<file path="config.mk">
export PLATFORM = sky130hd
export DESIGN_NAME = hsv_saturation_value_floor_core
export DESIGN_NICKNAME = d
export VERILOG_FILES = /design/src/hsvf_pkg.sv /design/src/hsv_saturation_value_floor_core.sv /design/src/hsvf_div.sv
export SDC_FILE = /design/constraint.sdc
export NUM_CORES = 2
export LEC_CHECK = 0
export CELL_PAD_IN_SITES_DETAIL_PLACEMENT = 1
export CELL_PAD_IN_SITES_GLOBAL_PLACEMENT = 1
export CORE_MARGIN = 10
export CORE_UTILIZATION = 35
export DETAILED_ROUTE_END_ITERATION = 12
export DONT_BUFFER_PORTS = 1
export MAX_ROUTING_LAYER = met4
export PLACE_DENSITY_LB_ADDON = 0.1
export SKIP_LAST_GASP = 1
export SLEW_MARGIN = 25
export SYNTH_ARGS = -nofsm -noshare
export SYNTH_HDL_FRONTEND = slang
export SYNTH_SLANG_ARGS = --single-unit
</file>
<file path="constraint.sdc">
create_clock -name clk -period 8.3 [get_ports clk]
set_input_delay 0.415 -clock clk [delete_from_list [all_inputs] [get_ports clk]]
set_output_delay 0.415 -clock clk [all_outputs]
set_load 0.05 [all_outputs]
</file>
<file path="src/hsvf_pkg.sv">
// Shared constants, payload types and register indexes for the HSV floor core.
`default_nettype none
package hsvf_pkg;

  // Hue fraction bits (sector fraction resolution), valid from 10 to 24.
  localparam int FRAC_BITS = 16;

  // Saturation is Q1.16, 1.0 is 65536.
  localparam int SAT_W = 17;
  localparam logic [SAT_W-1:0] SAT_ONE = 17'h10000;

  // Configuration port.
  localparam int CFG_IDX_W  = 2;
  localparam int CFG_DATA_W = 17;
  localparam logic [CFG_IDX_W-1:0] REG_SAT_FLOOR   = 2'd0;
  localparam logic [CFG_IDX_W-1:0] REG_VALUE_FLOOR = 2'd1;
  localparam logic [SAT_W-1:0] SAT_FLOOR_RESET   = 17'd32768;
  localparam logic [7:0]       VALUE_FLOOR_RESET = 8'd153;

  // Divider: dividend is num * 2^DIV_K with num below 8 * den.
  localparam int NUM_W      = 11;
  localparam int DIV_K      = (FRAC_BITS > 16) ? FRAC_BITS : 16;
  localparam int DIV_QW     = DIV_K + 3;
  localparam int DIV_STEP_N = 4;
  localparam int DIV_STAGES = (DIV_QW + DIV_STEP_N - 1) / DIV_STEP_N;

  typedef struct packed {
    logic [7:0] in_red;
    logic [7:0] in_green;
    logic [7:0] in_blue;
  } pixel_in_t;

  typedef struct packed {
    logic [7:0] out_red;
    logic [7:0] out_green;
    logic [7:0] out_blue;
  } pixel_out_t;

endpackage
`default_nettype wire

</file>
<file path="src/hsv_saturation_value_floor_core.sv">
// Top level: RGB to HSV, saturation and value floor, HSV back to RGB.
`default_nettype none
// Throughput: one pixel word per clock; busy stays low, start is always taken.
// Pipeline: stages 0 to 2, the stages of the two pipelined dividers, then P1
//   to P3 and the result register behind the P4 channel pick.
// Results show for one cycle under result_strobe; the receiver cannot stall.
// Reset (rst, synchronous): clears all stage valid bits and loads the floors
//   with 32768 (saturation) and 153 (value).
module hsv_saturation_value_floor_core (
  input  logic                             clk,
  input  logic                             rst,
  input  logic                             start,
  output logic                             busy,
  input  hsvf_pkg::pixel_in_t              pixel,
  output logic                             result_strobe,
  output hsvf_pkg::pixel_out_t             result,
  input  logic                             cfg_valid,
  output logic                             cfg_ready,
  input  logic [hsvf_pkg::CFG_IDX_W-1:0]   cfg_index,
  input  logic [hsvf_pkg::CFG_DATA_W-1:0]  cfg_data
);
  import hsvf_pkg::*;

  // Hue sectors, red toward yellow first.
  localparam logic [2:0] SEC_RY = 3'd0;
  localparam logic [2:0] SEC_YG = 3'd1;
  localparam logic [2:0] SEC_GC = 3'd2;
  localparam logic [2:0] SEC_CB = 3'd3;
  localparam logic [2:0] SEC_BM = 3'd4;

  localparam int S_SHIFT = DIV_K - 16;
  localparam int H_SHIFT = DIV_K - FRAC_BITS;
  localparam int PW      = FRAC_BITS + 17;   // width of scaled f*S terms
  localparam logic [PW-1:0]   FULL   = {1'b1, {(PW-1){1'b0}}};
  localparam logic [FRAC_BITS:0] ONE_F = {1'b1, {FRAC_BITS{1'b0}}};
  localparam logic [PW+7:0]   HALF_Q = (PW+8)'(1) << (FRAC_BITS + 15);
  localparam logic [24:0]     HALF_P = 25'h0_8000;

  // Configuration registers; always ready.
  logic [SAT_W-1:0] sat_floor;
  logic [7:0]       value_floor;

  assign cfg_ready = 1'b1;
  assign busy      = 1'b0;

  always_ff @(posedge clk) begin
    if (rst) begin
      sat_floor   <= SAT_FLOOR_RESET;
      value_floor <= VALUE_FLOOR_RESET;
    end else if (cfg_valid) begin
      case (cfg_index)
        REG_SAT_FLOOR:   sat_floor   <= cfg_data[SAT_W-1:0];
        REG_VALUE_FLOOR: value_floor <= cfg_data[7:0];
        default: ;  // drop writes to unknown indexes
      endcase
    end
  end

  // Stage 0: capture the input word.
  logic      s0_valid;
  pixel_in_t s0_pix;

  // Stage 1: max and min.
  logic       s1_valid;
  logic [7:0] s1_r, s1_g, s1_b, s1_mx, s1_mn;

  // Stage 2: chroma and hue numerator.
  logic              s2_valid;
  logic [7:0]        s2_mx, s2_delta;
  logic [NUM_W-1:0]  s2_num;

  logic [7:0] mx_c, mn_c;
  logic [NUM_W-1:0] r11, g11, b11, d11, num_c;

  always_ff @(posedge clk) begin
    if (rst) begin
      s0_valid <= 1'b0;
      s1_valid <= 1'b0;
      s2_valid <= 1'b0;
    end else begin
      s0_valid <= start & ~busy;
      s1_valid <= s0_valid;
      s2_valid <= s1_valid;
    end
  end

  always_comb begin
    mx_c = s0_pix.in_red;
    mn_c = s0_pix.in_red;
    if (s0_pix.in_green > mx_c) mx_c = s0_pix.in_green;
    if (s0_pix.in_blue  > mx_c) mx_c = s0_pix.in_blue;
    if (s0_pix.in_green < mn_c) mn_c = s0_pix.in_green;
    if (s0_pix.in_blue  < mn_c) mn_c = s0_pix.in_blue;
  end

  // Hue numerator: sector offset times chroma plus channel difference,
  // kept nonnegative so the divider never sees a sign.
  always_comb begin
    r11 = {3'b0, s1_r};
    g11 = {3'b0, s1_g};
    b11 = {3'b0, s1_b};
    d11 = {3'b0, 8'(s1_mx - s1_mn)};
    if (s1_mx == s1_r) begin
      if (s1_g >= s1_b) num_c = g11 - b11;
      else              num_c = (d11 << 2) + (d11 << 1) - (b11 - g11);
    end else if (s1_mx == s1_g) begin
      num_c = (d11 << 1) + b11 - r11;
    end else begin
      num_c = (d11 << 2) + r11 - g11;
    end
  end

  always_ff @(posedge clk) begin
    s0_pix   <= pixel;
    s1_r     <= s0_pix.in_red;
    s1_g     <= s0_pix.in_green;
    s1_b     <= s0_pix.in_blue;
    s1_mx    <= mx_c;
    s1_mn    <= mn_c;
    s2_mx    <= s1_mx;
    s2_delta <= 8'(s1_mx - s1_mn);
    s2_num   <= num_c;
  end

  // Dividers: S = delta*2^16/max, H = num*2^FRAC/delta. A zero divisor only
  // comes with a zero dividend, so force it to one to get a zero quotient.
  logic [DIV_QW-1:0] quo_s, quo_h;

  hsvf_div u_div_sat (
    .clk (clk),
    .num ({3'b0, s2_delta}),
    .den ((s2_mx == 8'd0) ? 8'd1 : s2_mx),
    .quo (quo_s)
  );

  hsvf_div u_div_hue (
    .clk (clk),
    .num (s2_num),
    .den ((s2_delta == 8'd0) ? 8'd1 : s2_delta),
    .quo (quo_h)
  );

  // Carry valid and max alongside the divider stages.
  logic       dly_valid [DIV_STAGES];
  logic [7:0] dly_mx    [DIV_STAGES];

  always_ff @(posedge clk) begin
    if (rst) begin
      for (int i = 0; i < DIV_STAGES; i++) dly_valid[i] <= 1'b0;
    end else begin
      dly_valid[0] <= s2_valid;
      for (int i = 1; i < DIV_STAGES; i++) dly_valid[i] <= dly_valid[i-1];
    end
  end

  always_ff @(posedge clk) begin
    dly_mx[0] <= s2_mx;
    for (int i = 1; i < DIV_STAGES; i++) dly_mx[i] <= dly_mx[i-1];
  end

  // P1: scale quotients, apply the floors, split hue.
  logic                 p1_valid;
  logic [7:0]           p1_v;
  logic [SAT_W-1:0]     p1_s;
  logic [2:0]           p1_sector;
  logic [FRAC_BITS-1:0] p1_f;

  logic [DIV_QW-1:0] s_scaled, h_scaled;
  logic [SAT_W-1:0]  sat_c, sf_c;
  logic [7:0]        v_c;

  always_comb begin
    s_scaled = quo_s >> S_SHIFT;
    h_scaled = quo_h >> H_SHIFT;
    sf_c     = (sat_floor > SAT_ONE) ? SAT_ONE : sat_floor;
    sat_c    = s_scaled[SAT_W-1:0];
    if (sat_c < sf_c) sat_c = sf_c;
    v_c      = dly_mx[DIV_STAGES-1];
    if (v_c < value_floor) v_c = value_floor;
  end

  always_ff @(posedge clk) begin
    p1_v      <= v_c;
    p1_s      <= sat_c;
    p1_sector <= h_scaled[FRAC_BITS +: 3];
    p1_f      <= h_scaled[FRAC_BITS-1:0];
  end

  // P2: first products, f*S, (1-f)*S and V*(1-S).
  logic             p2_valid;
  logic [7:0]       p2_v;
  logic [2:0]       p2_sector;
  logic             p2_szero;
  logic [PW-1:0]    p2_fs, p2_fcs;
  logic [24:0]      p2_pn;

  logic [PW:0]      fcs_wide;

  always_comb begin
    fcs_wide = (PW+1)'(ONE_F - {1'b0, p1_f}) * (PW+1)'(p1_s);
  end

  always_ff @(posedge clk) begin
    p2_v      <= p1_v;
    p2_sector <= p1_sector;
    p2_szero  <= (p1_s == '0);
    p2_fs     <= PW'(p1_f) * PW'(p1_s);
    p2_fcs    <= fcs_wide[PW-1:0];
    p2_pn     <= 25'(p1_v) * 25'(SAT_ONE - p1_s);
  end

  // P3: scale by V and round to nearest, ties up.
  logic       p3_valid;
  logic [7:0] p3_v, p3_pv, p3_qv, p3_tv;
  logic [2:0] p3_sector;
  logic       p3_szero;

  logic [PW+7:0] qn_c, tn_c;
  logic [24:0]   pn_c;

  always_comb begin
    qn_c = (PW+8)'(p2_v) * (PW+8)'(FULL - p2_fs) + HALF_Q;
    tn_c = (PW+8)'(p2_v) * (PW+8)'(FULL - p2_fcs) + HALF_Q;
    pn_c = p2_pn + HALF_P;
  end

  always_ff @(posedge clk) begin
    p3_v      <= p2_v;
    p3_sector <= p2_sector;
    p3_szero  <= p2_szero;
    p3_pv     <= pn_c[23:16];
    p3_qv     <= qn_c[FRAC_BITS+23:FRAC_BITS+16];
    p3_tv     <= tn_c[FRAC_BITS+23:FRAC_BITS+16];
  end

  always_ff @(posedge clk) begin
    if (rst) begin
      p1_valid      <= 1'b0;
      p2_valid      <= 1'b0;
      p3_valid      <= 1'b0;
      result_strobe <= 1'b0;
    end else begin
      p1_valid      <= dly_valid[DIV_STAGES-1];
      p2_valid      <= p1_valid;
      p3_valid      <= p2_valid;
      result_strobe <= p3_valid;
    end
  end

  // P4: pick channels by sector; zero saturation gives gray at V.
  pixel_out_t res_c;

  always_comb begin
    if (p3_szero) begin
      res_c = '{out_red: p3_v, out_green: p3_v, out_blue: p3_v};
    end else begin
      case (p3_sector)
        SEC_RY:  res_c = '{out_red: p3_v,  out_green: p3_tv, out_blue: p3_pv};
        SEC_YG:  res_c = '{out_red: p3_qv, out_green: p3_v,  out_blue: p3_pv};
        SEC_GC:  res_c = '{out_red: p3_pv, out_green: p3_v,  out_blue: p3_tv};
        SEC_CB:  res_c = '{out_red: p3_pv, out_green: p3_qv, out_blue: p3_v};
        SEC_BM:  res_c = '{out_red: p3_tv, out_green: p3_pv, out_blue: p3_v};
        default: res_c = '{out_red: p3_v,  out_green: p3_pv, out_blue: p3_qv};
      endcase
    end
  end

  always_ff @(posedge clk) begin
    result <= res_c;
  end

endmodule
`default_nettype wire

</file>
<file path="src/hsvf_div.sv">
// Pipelined restoring divider, a few quotient bits per stage.
`default_nettype none
module hsvf_div (
  input  logic                        clk,
  input  logic [hsvf_pkg::NUM_W-1:0]  num,
  input  logic [7:0]                  den,
  output logic [hsvf_pkg::DIV_QW-1:0] quo
);
  import hsvf_pkg::*;

  logic [7:0]        rem_s  [DIV_STAGES];
  logic [7:0]        den_s  [DIV_STAGES];
  logic [DIV_QW-1:0] feed_s [DIV_STAGES];
  logic [DIV_QW-1:0] quo_s  [DIV_STAGES];

  for (genvar st = 0; st < DIV_STAGES; st++) begin : g_stage
    logic [7:0]        rem_in;
    logic [7:0]        den_in;
    logic [DIV_QW-1:0] feed_in;
    logic [DIV_QW-1:0] quo_in;
    logic [7:0]        rem_out;
    logic [DIV_QW-1:0] feed_out;
    logic [DIV_QW-1:0] quo_out;
    logic [8:0]        trial;

    if (st == 0) begin : g_first
      // num below 8*den, so its upper bits are already a partial remainder
      assign rem_in  = num[NUM_W-1:3];
      assign den_in  = den;
      assign feed_in = {num[2:0], {DIV_K{1'b0}}};
      assign quo_in  = '0;
    end else begin : g_rest
      assign rem_in  = rem_s[st-1];
      assign den_in  = den_s[st-1];
      assign feed_in = feed_s[st-1];
      assign quo_in  = quo_s[st-1];
    end

    always_comb begin
      rem_out  = rem_in;
      feed_out = feed_in;
      quo_out  = quo_in;
      trial    = '0;
      for (int k = 0; k < DIV_STEP_N; k++) begin
        if (st * DIV_STEP_N + k < DIV_QW) begin
          trial    = {rem_out, feed_out[DIV_QW-1]};
          feed_out = feed_out << 1;
          if (trial >= {1'b0, den_in}) begin
            rem_out = 8'(trial - {1'b0, den_in});
            quo_out = {quo_out[DIV_QW-2:0], 1'b1};
          end else begin
            rem_out = trial[7:0];
            quo_out = {quo_out[DIV_QW-2:0], 1'b0};
          end
        end
      end
    end

    always_ff @(posedge clk) begin
      rem_s[st]  <= rem_out;
      den_s[st]  <= den_in;
      feed_s[st] <= feed_out;
      quo_s[st]  <= quo_out;
    end
  end

  assign quo = quo_s[DIV_STAGES-1];

endmodule
`default_nettype wire

</file>
* Yosys cells after proc, flatten, opt, wreduce, memory -nomap -nowiden
Memory sizes are Yosys's and may differ from the RTL's. A register that Yosys moved wholly into a read port is not among the register bits.
Cells that the tools add are included.
** Cells by class
- $lt $le $gt $ge :: 46
- Multiplexer cells :: 98
- Multipliers :: 5
- Reductions and logical operators :: 7
- Bitwise gates (word level) :: 5
- Add/sub/neg operators :: 54
- Equality and inequality tests :: 7
** Operator list (count)
- $mux W8 :: 45
- $ge A9 B8 Y1 :: 37
- $sub A8 B8 Y8 :: 38
- $pmux W24 S5 :: 1
- $add A40 B32 Y40 const B :: 2
- $mul A9 B34 Y40 :: 2
- $sub A33 B33 Y34 const A :: 2
- $mux W1 :: 46
- $mux W17 :: 2
- $mul A16 B17 Y33 :: 1
- $mul A18 B18 Y33 :: 1
- $mux W11 :: 3
- $add A24 B16 Y24 const B :: 1
- $lt A8 B8 Y1 :: 3
- $mul A9 B18 Y24 :: 1
- $mux W24 :: 1
- $sub A17 B16 Y18 const A :: 1
- $sub A17 B17 Y18 const A :: 1
- $sub A8 B8 Y9 :: 2
- $gt A17 B17 Y1 const B :: 1
- $logic_not A17 Y1 :: 1
- $lt A17 B17 Y1 :: 1
- $eq A8 B8 Y1 :: 2
- $gt A8 B8 Y1 :: 2
- 18 further kinds :: 25
** Word-level totals
- Logic and storage cells :: 268
- Input bits :: 47
- Output and inout bits :: 27
- Bits in writable memories :: 555
- Bits in registers :: 309
- Memories kept :: 10
** Memories
- u_div_hue.quo_s :: words 5, bits a word 19, rd ports 5, clocked after Yosys merged registers in 1, write ports 5, RTL line hsvf_div.sv:14 : logic [DIV_QW-1:0] quo_s [DIV_STAGES];
- u_div_sat.quo_s :: words 5, bits a word 19, rd ports 5, clocked after Yosys merged registers in 0, write ports 5, RTL line hsvf_div.sv:14
- u_div_hue.feed_s :: words 5, bits a word 16, rd ports 4, clocked after Yosys merged registers in 0, write ports 5, RTL line hsvf_div.sv:13 : logic [DIV_QW-1:0] feed_s [DIV_STAGES];
- u_div_sat.feed_s :: words 5, bits a word 16, rd ports 4, clocked after Yosys merged registers in 0, write ports 5, RTL line hsvf_div.sv:13
- dly_mx :: words 5, bits a word 8, rd ports 5, clocked after Yosys merged registers in 0, write ports 5, RTL line hsv_saturation_value_floor_core.sv:145 : logic [7:0] dly_mx [DIV_STAGES];
- u_div_hue.den_s :: words 5, bits a word 8, rd ports 4, clocked after Yosys merged registers in 0, write ports 5, RTL line hsvf_div.sv:12 : logic [7:0] den_s [DIV_STAGES];
- 4 more memories

* Depth between registers and ports, before layout
- Depth in word-level cells :: 10
- Gate-level depth with buffers :: 49
- Mapped depth without buffers :: 45

* Modules after synthesis
Synthesis repeated with hierarchy kept, for this count alone.
** Second synthesis, totals
- Cell total of the unflattened synthesis :: 8277
- Area total of the unflattened synthesis :: 74670.4 µm²
** By module, submodules not included
- hsv_saturation_value_floor_core :: times used 1, seq. area each 7166.9 µm², cells each 5906, area an instance 54320.8 µm²
- hsvf_div (u_div_sat) :: times used 1, seq. area each 2462.4 µm², cells each 1187, area an instance 10176.0 µm²
- hsvf_div (u_div_hue) :: times used 1, seq. area each 2462.4 µm², cells each 1184, area an instance 10173.5 µm²

* Worst setup path before layout
OpenSTA, ideal clock, no wires.
- Kind :: reg2reg
- Start point :: register s2_delta[3]
- End point :: memory u_div_hue.rem_s[0][5]
- Path buffers :: 4
- Cell stages (with the launch flop) :: 47
- Library setup time :: 122 ps
- Period minus slack after synthesis :: 8879 ps
- Required time :: 8178 ps
- Arrival :: 8757 ps
- Setup slack :: -579 ps
- Cells stage by stage :: dfxtp_1 inv_1 a41oi_1 inv_1 ha_1 nand2b_1 a21oi_1 o21ai_0 a221oi_1 o211ai_1 clkbuf_1 o21ai_0 inv_1 ha_1 nand2b_1 a21oi_1 nor3_1 o21ai_0 (+11 left out) a21o_1 a21oi_1 a211oi_1 nor2_1 clkbuf_1 nand2_1 o21a_1 ha_1 a21oi_1 o21ai_0 a21oi_1 o221a_2 o21bai_1 or4_1 clkbuf_1 o31ai_1 inv_1 a221o_1
** RTL lines
- from (decl) :: RTL line hsv_saturation_value_floor_core.sv:69 : logic [7:0] s2_mx, s2_delta;
- from (signal assigned) :: RTL line hsv_saturation_value_floor_core.sv:121 : s2_delta <= 8'(s1_mx - s1_mn);
- to (decl) :: RTL line hsvf_div.sv:11 : logic [7:0] rem_s [DIV_STAGES];

==> results by group <==
Run status
  – Status: complete, no violations

Setup path
  – WP data arrival: 8.64 ns
  – CP Max Fanout: 8
  – CP endpoint kind: register
  – WP data required: approximately 8.9 ns
  – Largest stage delay, worst path: 0.35 ns
  – Kind of critical path: reg -> reg
  – CP startpoint kind: register
  – Critical path's slowest cell: fa_2

STA
  – Minimum clock period: around 8 ns
  – Clock Skews: 0.07558 ns
  – Fin. Hold Viols: 0
  – Relative slew slack: 28.27%
  – RSZ-0062 raised after global routing: true
  – Fmax: 124.7 MHz
  – Final setup fails: 0
  – Least-Margin Pin Slew: 1.068 ns
  – Period utilization: a little over nine tenths
  – Fin. max-slew vios: 0

Synthesis
  – Post-Syn Instances: 8309
  – Cell with the most instances after synthesis: inv_1
  – Syn nets: 10.20k
  – Post-synthesis sequential area ratio: 16.13%
  – Post-synthesis area per instance: between 8 and 9 sq um
  – Most used DFF post-synth: dfxtp_1
  – Most area-consuming cells after synthesis: fa_1, dfxtp_1, ha_1, inv_1, and2_1
  – Top cells by instance count after synthesis: inv_1, fa_1, nand2_1, ha_1, and2_1
  – Synth cell types: 91
  – Leading area contributor after synthesis: fa_1
  – Synthesized cell area: 73730 sq um
  – Seq cells post-synth: slightly below 600
  – Yosys warns: 0
  – Synth async-reset ratio: 0%
  – Number of synthesized flops with an enable pin: 0
  – Post-synth top area share: 26.64%

Routing
  – Vias per inst: 4.889
  – WL per Instance: 18.97 um
  – DR vias: 56.39k
  – DR iter-0 viols: 1977
  – Final wirelength: roughly 220000 um
  – Pre-Repair DR Iteration Count: 5
  – Detail Route Antenna Nets: 0
  – DR DRC count: 0

Placed design
  – GPL Wtd Cong: 0.8445
  – Area post-placement: 79580 sq um
  – DP Wirelength: 180100 um
  – Cells after DPL: 11.28k
  – PortBufs: 0

Finish
  – Fill count: 24.32k
  – Multi-input logic area: between 50000 and 60000 sq um
  – Synth-to-layout area growth: 14.42%
  – Final nets: 10.55k
  – Fin cells: between 10k and 15k
  – FF/Latch Area: ~12000 sq um
  – Post-route cell area: roughly 84000 sq um
  – Share of layout cells above drive strength 1: 11.46%

Clock tree
  – Clk sink count: 594
  – Bufs on Longest Clock Path: 3
  – Worst-skew pair later-pin latency: 0.74 ns
  – CTS buffer count: 75
  – Reg clk slew, reported paths: 0.06 ns
  – Clock root buffer: clkbuf_16
  – CTS tree: built
  – CTS H-tree depth: 3

Die
  – Die span in x: 479.0 um
  – Row count: ~170
  – Core footprint: 209600 sq um
  – Die area: 229400 sq um
  – Ports: 74
  – Initial core utilization: 35.18%
  – Die height: 479.0 um

Job
  – Max_cap viols: 0

Global routing
  – Largest net degree at the start of global routing: 41
  – Initial antenna violation count: 11
  – First-pass GRT wire length: between 300000 and 400000 um
  – Grt total ovfl: 0
  – Vias in the first global route: about 63k
  – Total track usage: 19.52%

Worst hold path
  – HP Class: in -> reg
layer usage:
metal / part of all wire [%] / GRT usage, %
met5: 0 / -
met2: 49 / 33.37
met1: 46 / 24.75
met4: 2.6 / 5.008
met3: 2.1 / 1.877
repair_timing:
action                                  4_1_cts  5_1_grt
buffers inserted                             13       53
cloned                                        2        1
endpoints found under the setup margin       47       83
pin swaps                                    10      106
hold endpoints to repair                     61        0
hold buffers                                 48        0
gates resized for setup                      34      230
placed cells by master, fill, tap and decap left out, types with 274 or more instances in the layout:
master	Yosys	final
and2_1	622	621
dfxtp_1	594	578
a21oi_1	314	283
nand2_1	866	861
nor2_1	315	312
inv_1	1509	1502
xnor2_1	282	274
ha_1	861	833
buf_4	2	490
fa_1	981	980
path summary, 6_finish.rpt:
path,endpoint,from,depth (start not counted),slack (ns)
worst max register to register,u_div_sat.rem_s[0][5],s2_mx[4],42,0.28
worst max-delay path,u_div_sat.rem_s[0][5],s2_mx[4],42,0.28
worst min register to register,p2_sector[2],p1_sector[2],0,0.27
worst min-delay path,sat_floor[4],cfg_index[0],4,0.11
logic make-up (layout without fill, tap and decap cells):
kind of cell	after synthesis	in the layout	share of synthesized area [%]
buffers and inverters	1786	2199	9.120
adder cells (fa/ha/maj)	1842	1842	41.25
XOR/XNOR	424	424	5.067
flip-flops	594	594	16.13
AND/OR/NAND/NOR	2366	2367	16.03
other	2	7	0.01019
multiplexers	189	189	2.764
AO/OA/AOI/OAI	1106	1107	9.632
critical path: cells and delay by family, from the launching register on:
kind                     cells  cell delay [ns]
AO/OA/AOI/OAI               26             4.60
adder cells (fa/ha/maj)      5             1.27
buffers and inverters        3             0.21
flip-flops                   1             0.33
multiplexers                 1             0.35
AND/OR/NAND/NOR              7             1.12
state kept, by name, indices dropped and copies added (netlist names), 9 cells and up:
register,flops
dly_mx,40
p1_f,16
p1_s,17
p2_fcs,33
p2_fs,32
p2_pn,9
result,24
s0_pix,24
s2_num,11
sat_floor,17
u_div_hue.den_s,32
u_div_hue.quo_s,59
u_div_hue.rem_s,32
u_div_sat.den_s,32
u_div_sat.quo_s,49
u_div_sat.rem_s,32
area by class of cell:
type	instances	share of cell area [%]
diodes	5	0.01483
clock buffers	94	2.392
clock inverters	42	0.6392
inverters	1512	6.727
multi-input cells	5931	66.78
flip-flops and latches	594	14.12
well taps	2805	4.160
repair buffers	551	5.170
per-stage QoR:
step	TNS (ns)	utilization [%]	hold slack [ns]	worst slack [ns]
after global placement	-2.668	37.97	0.3102	-0.1960
after detailed placement	-8.437	37.97	0.3132	-0.3043
after CTS	-0.03884	39.54	0.05353	-0.03884
after floorplan	0	-	0.3096	0.02661
final	0	40.26	0.1130	0.2777
after global routing	-1.483	40.26	0.1142	-0.1252
Power is left out: the tool's default activity adds up to more than one toggle a clock period on the data nets, which glitch-free logic cannot reach.
